$ cat src/khtt_pkg.sv
package khtt_pkg;

	localparam int KEY_W = 64;
	localparam int HANDLE_W = 48;
	localparam int OC_W = 3;
	localparam int LEAK_W = 32;
	localparam int LIVE_W = 7;
	localparam int HASH_W = 32;

	localparam int SLOTS_DEF = 64;
	localparam int HANDLE_BITS_DEF = 48;

	localparam logic [KEY_W-1:0] FIB_MUL = 64'h9e37_79b9_7f4a_7c15;
	localparam logic [KEY_W-1:0] KEY_FREE = 64'h0;
	localparam logic [KEY_W-1:0] KEY_HELD = 64'hFFFF_FFFF_FFFF_FFFF;
	localparam logic [KEY_W-1:0] KEY_GRAVE = 64'hFFFF_FFFF_FFFF_FFFE;

	typedef enum logic [OC_W-1:0] {
		OC_STORED = 3'd0,
		OC_FREED = 3'd1,
		OC_DUP = 3'd2,
		OC_FULL = 3'd3,
		OC_RELEASED = 3'd4,
		OC_MISSING = 3'd5
	} outcome_t;

	typedef enum logic [3:0] {
		ST_CLEAR,
		ST_IDLE,
		ST_MUL0,
		ST_MUL1,
		ST_MUL2,
		ST_MOD,
		ST_READ,
		ST_CHECK,
		ST_DONE
	} state_t;

	typedef struct packed {
		logic clr_wr;
		logic load;
		logic mul_en;
		logic [1:0] mul_idx;
		logic mod_en;
		logic chk;
		logic fin;
	} cmd_t;

	typedef struct packed {
		logic clr_last;
		logic early;
		logic mod_last;
		logic chk_done;
		logic out_free;
	} sts_t;

endpackage

$ cat src/khtt_ctrl.sv
module khtt_ctrl (
	input  logic            clk,
	input  logic            arst_n,
	input  logic            in_valid,
	input  khtt_pkg::sts_t  sts,
	output khtt_pkg::cmd_t  cmd,
	output logic            in_stall
);

	khtt_pkg::state_t state_q, state_d;

	always_ff @(posedge clk or negedge arst_n) begin
		if (!arst_n) begin
			state_q <= khtt_pkg::ST_CLEAR;
		end else begin
			state_q <= state_d;
		end
	end

	always_comb begin
		state_d = state_q;
		case (state_q)
			khtt_pkg::ST_CLEAR: begin
				if (sts.clr_last) state_d = khtt_pkg::ST_IDLE;
			end
			khtt_pkg::ST_IDLE: begin
				if (in_valid) state_d = sts.early ? khtt_pkg::ST_DONE : khtt_pkg::ST_MUL0;
			end
			khtt_pkg::ST_MUL0: state_d = khtt_pkg::ST_MUL1;
			khtt_pkg::ST_MUL1: state_d = khtt_pkg::ST_MUL2;
			khtt_pkg::ST_MUL2: state_d = khtt_pkg::ST_MOD;
			khtt_pkg::ST_MOD: begin
				if (sts.mod_last) state_d = khtt_pkg::ST_READ;
			end
			khtt_pkg::ST_READ: state_d = khtt_pkg::ST_CHECK;
			khtt_pkg::ST_CHECK: begin
				state_d = sts.chk_done ? khtt_pkg::ST_DONE : khtt_pkg::ST_READ;
			end
			khtt_pkg::ST_DONE: begin
				if (sts.out_free) state_d = khtt_pkg::ST_IDLE;
			end
			default: state_d = khtt_pkg::ST_CLEAR;
		endcase
	end

	always_comb begin
		cmd = '0;
		in_stall = 1'b1;
		case (state_q)
			khtt_pkg::ST_CLEAR: cmd.clr_wr = 1'b1;
			khtt_pkg::ST_IDLE: begin
				in_stall = 1'b0;
				cmd.load = in_valid;
			end
			khtt_pkg::ST_MUL0: begin
				cmd.mul_en = 1'b1;
				cmd.mul_idx = 2'd0;
			end
			khtt_pkg::ST_MUL1: begin
				cmd.mul_en = 1'b1;
				cmd.mul_idx = 2'd1;
			end
			khtt_pkg::ST_MUL2: begin
				cmd.mul_en = 1'b1;
				cmd.mul_idx = 2'd2;
			end
			khtt_pkg::ST_MOD: cmd.mod_en = 1'b1;
			khtt_pkg::ST_READ: ;
			khtt_pkg::ST_CHECK: cmd.chk = 1'b1;
			khtt_pkg::ST_DONE: cmd.fin = sts.out_free;
			default: ;
		endcase
	end

endmodule

$ cat config.mk
export PLATFORM = sky130hd
export DESIGN_NAME = khtt_ctrl
export DESIGN_NICKNAME = d
export VERILOG_FILES = /design/src/khtt_pkg.sv /design/src/khtt_ctrl.sv
export SDC_FILE = /design/constraint.sdc
export NUM_CORES = 1
export LEC_CHECK = 0
export ABC_AREA = 1
export CORE_AREA = 4 4 41 43
export DETAILED_ROUTE_END_ITERATION = 10
export DIE_AREA = 0 0 45 47
export DONT_BUFFER_PORTS = 1
export PLACE_DENSITY = 0.37
export SYNTH_ARGS = -nofsm -noshare
export SYNTH_HDL_FRONTEND = slang
export SYNTH_SLANG_ARGS = --single-unit
$ cat constraint.sdc
create_clock -name clk -period 1.67 [get_ports clk]
set_input_delay 0.2505 -clock clk [delete_from_list [all_inputs] [get_ports clk]]
set_output_delay 0.2505 -clock clk [all_outputs]
set_load 0.05 [all_outputs]
==> flow_summary_export.csv <==
group,metric,value,unit
synthesis,synth_fa_ha_area_share,0,%
worst_hold_path,holdPathStages,3,
setup_path,arrival,1.30,ns
timing,finalClockSkew,0.00172,ns
drt,drt_iter0_markers,4,
placed_design,pre_cts_ws,0.214,ns
drt,wl,898,um
synthesis,synth_compound_area_share,1.43,%
power_and_ir_drop,power_density,2440,mW/mm2
power_and_ir_drop,p_seq_share,18.1,%
timing,period_needed,1.55,ns
cells_and_area,biggestRegsByFlops,"state_q x4",
cells_and_area,layout-drive-gt1-share,44.1,%
job,drv_cap,0,
drt,drtPass1Iterations,4,
grt,grt-ovfl-total,0,
timing,fmax,644,MHz
power_and_ir_drop,p_leak,0.271,nW
timing,rsz0062_at_grt,"true",
setup_path,path_class,"flop to output pin",
cells_and_area,insertedDiodeCount,0,
cells_and_area,seq_area,103,um2
cells_and_area,final_common_cell,"nand2_1",
die,die_area,0.00212,mm2
timing,drv_slew,0,
drt,drc,0,
clock_network,cts_root_buf,"clkbuf_4",
synthesis,seq_area_frac_synth,28.7,%
timing,finalSetupTns,0,ns
power_and_ir_drop,p_total,1.26,mW
die,rows,13,
synthesis,syn_nets,64,
cells_and_area,multi_input_area,253,um2
power_and_ir_drop,p_sw,0.765,mW
die,coreArea,0.00130,mm2
timing,period_share,93.0,%
cells_and_area,n_fill_cell,157,
drt,routedWlPerCell,10.8,um
synthesis,muxShareOfSynthArea,0,%
worst_hold_path,whs_endpoint,"state_q[1]$_DFFE_PN0P_",
synthesis,synthCells,56,
synthesis,yosys_warnings,0,
setup_path,reg2reg_setup_slack,0.39,ns
grt,grt_pass1_vias,356,
clock_network,ctsLongestPathBuffers,2,
cells_and_area,regMostFlops,"state_q",
clock_network,cts-htree-levels,1,
drt,final_antenna_net_count,0,
grt,grt_max_degree,8,
setup_path,max_stage_delay,0.46,ns
setup_path,start_kind,"flop",
timing,tightest_slew,0.232,ns
setup_path,crit_path_cell_trace,"nor2_4 > inv_1 > nor4_2 > buf_4",
timing,final-setup-viol-count,0,
clock_network,cts_setup_buffers,0,
placed_design,place_hpwl,773,um
placed_design,numPortBuffers,0,
die,die_w,45,um
die,start_util,26.8,%
setup_path,crit_fanout,7,
synthesis,synth_top_family_by_area,"simple AND/OR/NAND/NOR gates",
grt,antenna_found_initial,0,
setup_path,cp-end-kind,"output pin",
synthesis,synth-xor-area-share,0,%
clock_network,cts_tree,"yes",
cells_and_area,nNetsFinal,78,
timing,slew_headroom,84.5,%
synthesis,synth-seq-cells,4,
setup_path,slowest_stage,"dfrtp_2",
synthesis,ys_types,15,
setup_path,worstPathRequired,1.42,ns
clock_network,clk_latency,0.23,ns
timing,finalHoldViolCount,0,
power_and_ir_drop,intPower,0.495,mW
setup_path,r2r_end,"state_q[1]$_DFFE_PN0P_",
setup_path,reg2reg_depth,7,
cells_and_area,area_growth,48.0,%
drt,vias,380,
clock_network,cts_sinks,4,
die,die_h,47,um
power_and_ir_drop,combPwrFrac,72.6,%
clock_network,cts_made_buffers,3,
die,ioPinCount,17,
drt,viasPerCell,4.58,
grt,grt_util_all_layers,10.1,%
cells_and_area,largest_reg_flops,4,
setup_path,rr_startpoint,"state_q[0]$_DFFE_PN0P_",
power_and_ir_drop,power.share.switching,60.7,%
synthesis,syn_area_per_cell,6.23,um2
worst_hold_path,holdCritStartpoint,"sts[3]",
power_and_ir_drop,ir_worst_vdd,0.868,mV
power_and_ir_drop,clock_power_share,9.3,%
placed_design,globalplace.congestion,0.733,
worst_hold_path,hold_path_class,"input pin to flop",
grt,grt_pass1_wl,1480,um
cells_and_area,post-route-util,39.7,%
status,outcome,"completed",
synthesis,syn-cell-area,349,um2
timing,setup_slack,0.117,ns
clock_network,clk_transition_reported_paths,0.04,ns
synthesis,yosys.area_share.simple,59.1,%
cells_and_area,final_cell_mix,"nand2_1, inv_1, buf_4",
stage by stage:
stage                     cell area [um2]  hold slack (ns)  instances
after global placement                464          -0.0450         79
after global routing                  517            0.233         83
final                                 517            0.230         83
after CTS                             502            0.227         83
after detailed placement              464          -0.0450         79
after floorplan                       373          -0.0451         56
Yosys cell counts (all sizes together):
cell type | instances | area (um2)
o21ai | 1 | 5.00
nand4 | 1 | 6.26
nand2 | 15 | 58.8
inv | 10 | 37.5
nand3 | 7 | 40.0
nor3 | 1 | 5.00
dfrtp | 4 | 100
nor4 | 1 | 6.26
nand3b | 2 | 15.0
nor2 | 14 | 75.1
worst max-delay path, delay by kind of cell, from the launching register on:
family,cells,cell delay [ns]
AND/OR/NAND/NOR,2,0.28
flip-flops,1,0.46
buffers and inverters,2,0.32
metal layers:
metal / routed length (um) / vias up / track usage [%]
met5: 0 / - / 0
met4: 0 / 0 / 8.77
met3: 56 / 0 / 2.68
met2: 486 / 7 / 15.5
met1: 355 / 173 / 11.5
li1: - / 200 / -
how the worst max path moves through the flow:
stage / slack, ns / startpoint / endpoint / cells past startpoint
2_1_floorplan: -0.15 / state_q[1]$_DFFE_PN0P_ / cmd[0] / 3
3_3_place_gp: 0.17 / state_q[3]$_DFFE_PN0P_ / cmd[5] / 5
3_5_place_dp: 0.21 / state_q[3]$_DFFE_PN0P_ / cmd[5] / 5
4_1_cts: 0.006 / state_q[1]$_DFFE_PN0P_ / cmd[0] / 4
5_1_grt: -0.01 / state_q[0]$_DFFE_PN0P_ / cmd[0] / 4
6_report: 0.12 / state_q[1]$_DFFE_PN0P_ / cmd[0] / 4
timing repair:
action                                  CTS  global route
endpoints found under the hold margin     4             0
resized for setup                         1             5
hold buffers                              1             0
endpoints found under the setup margin    1             4
cell type report:
cell class | count | area share (%)
Multi-Input combinational cell | 42 | 48.9
Timing Repair Buffer | 9 | 16.0
Tap cell | 15 | 3.63
Clock buffer | 3 | 4.36
Inverter | 10 | 7.26
Sequential cell | 4 | 19.9
power groups by stage:
stage,sequential (mW),combinational [mW],clock (mW)
6_report,0.227,0.915,0.117
5_1_grt,0.240,0.987,0.139
4_1_cts,0.214,0.904,0.123
3_5_place_dp,0.209,0.894,0
3_3_place_gp,0.206,0.912,0
2_1_floorplan,0.194,0.694,0
cell families (layout without fill, tap and decap cells):
| logic type | count (synthesis) | after routing |
|---|---|---|
| AOI/OAI and AO/OA | 1 | 1 |
| buffers and inverters | 10 | 22 |
| DFF | 4 | 4 |
| and+or+nand+nor | 41 | 41 |
Note: power is estimated with default switching activity, not from simulation.
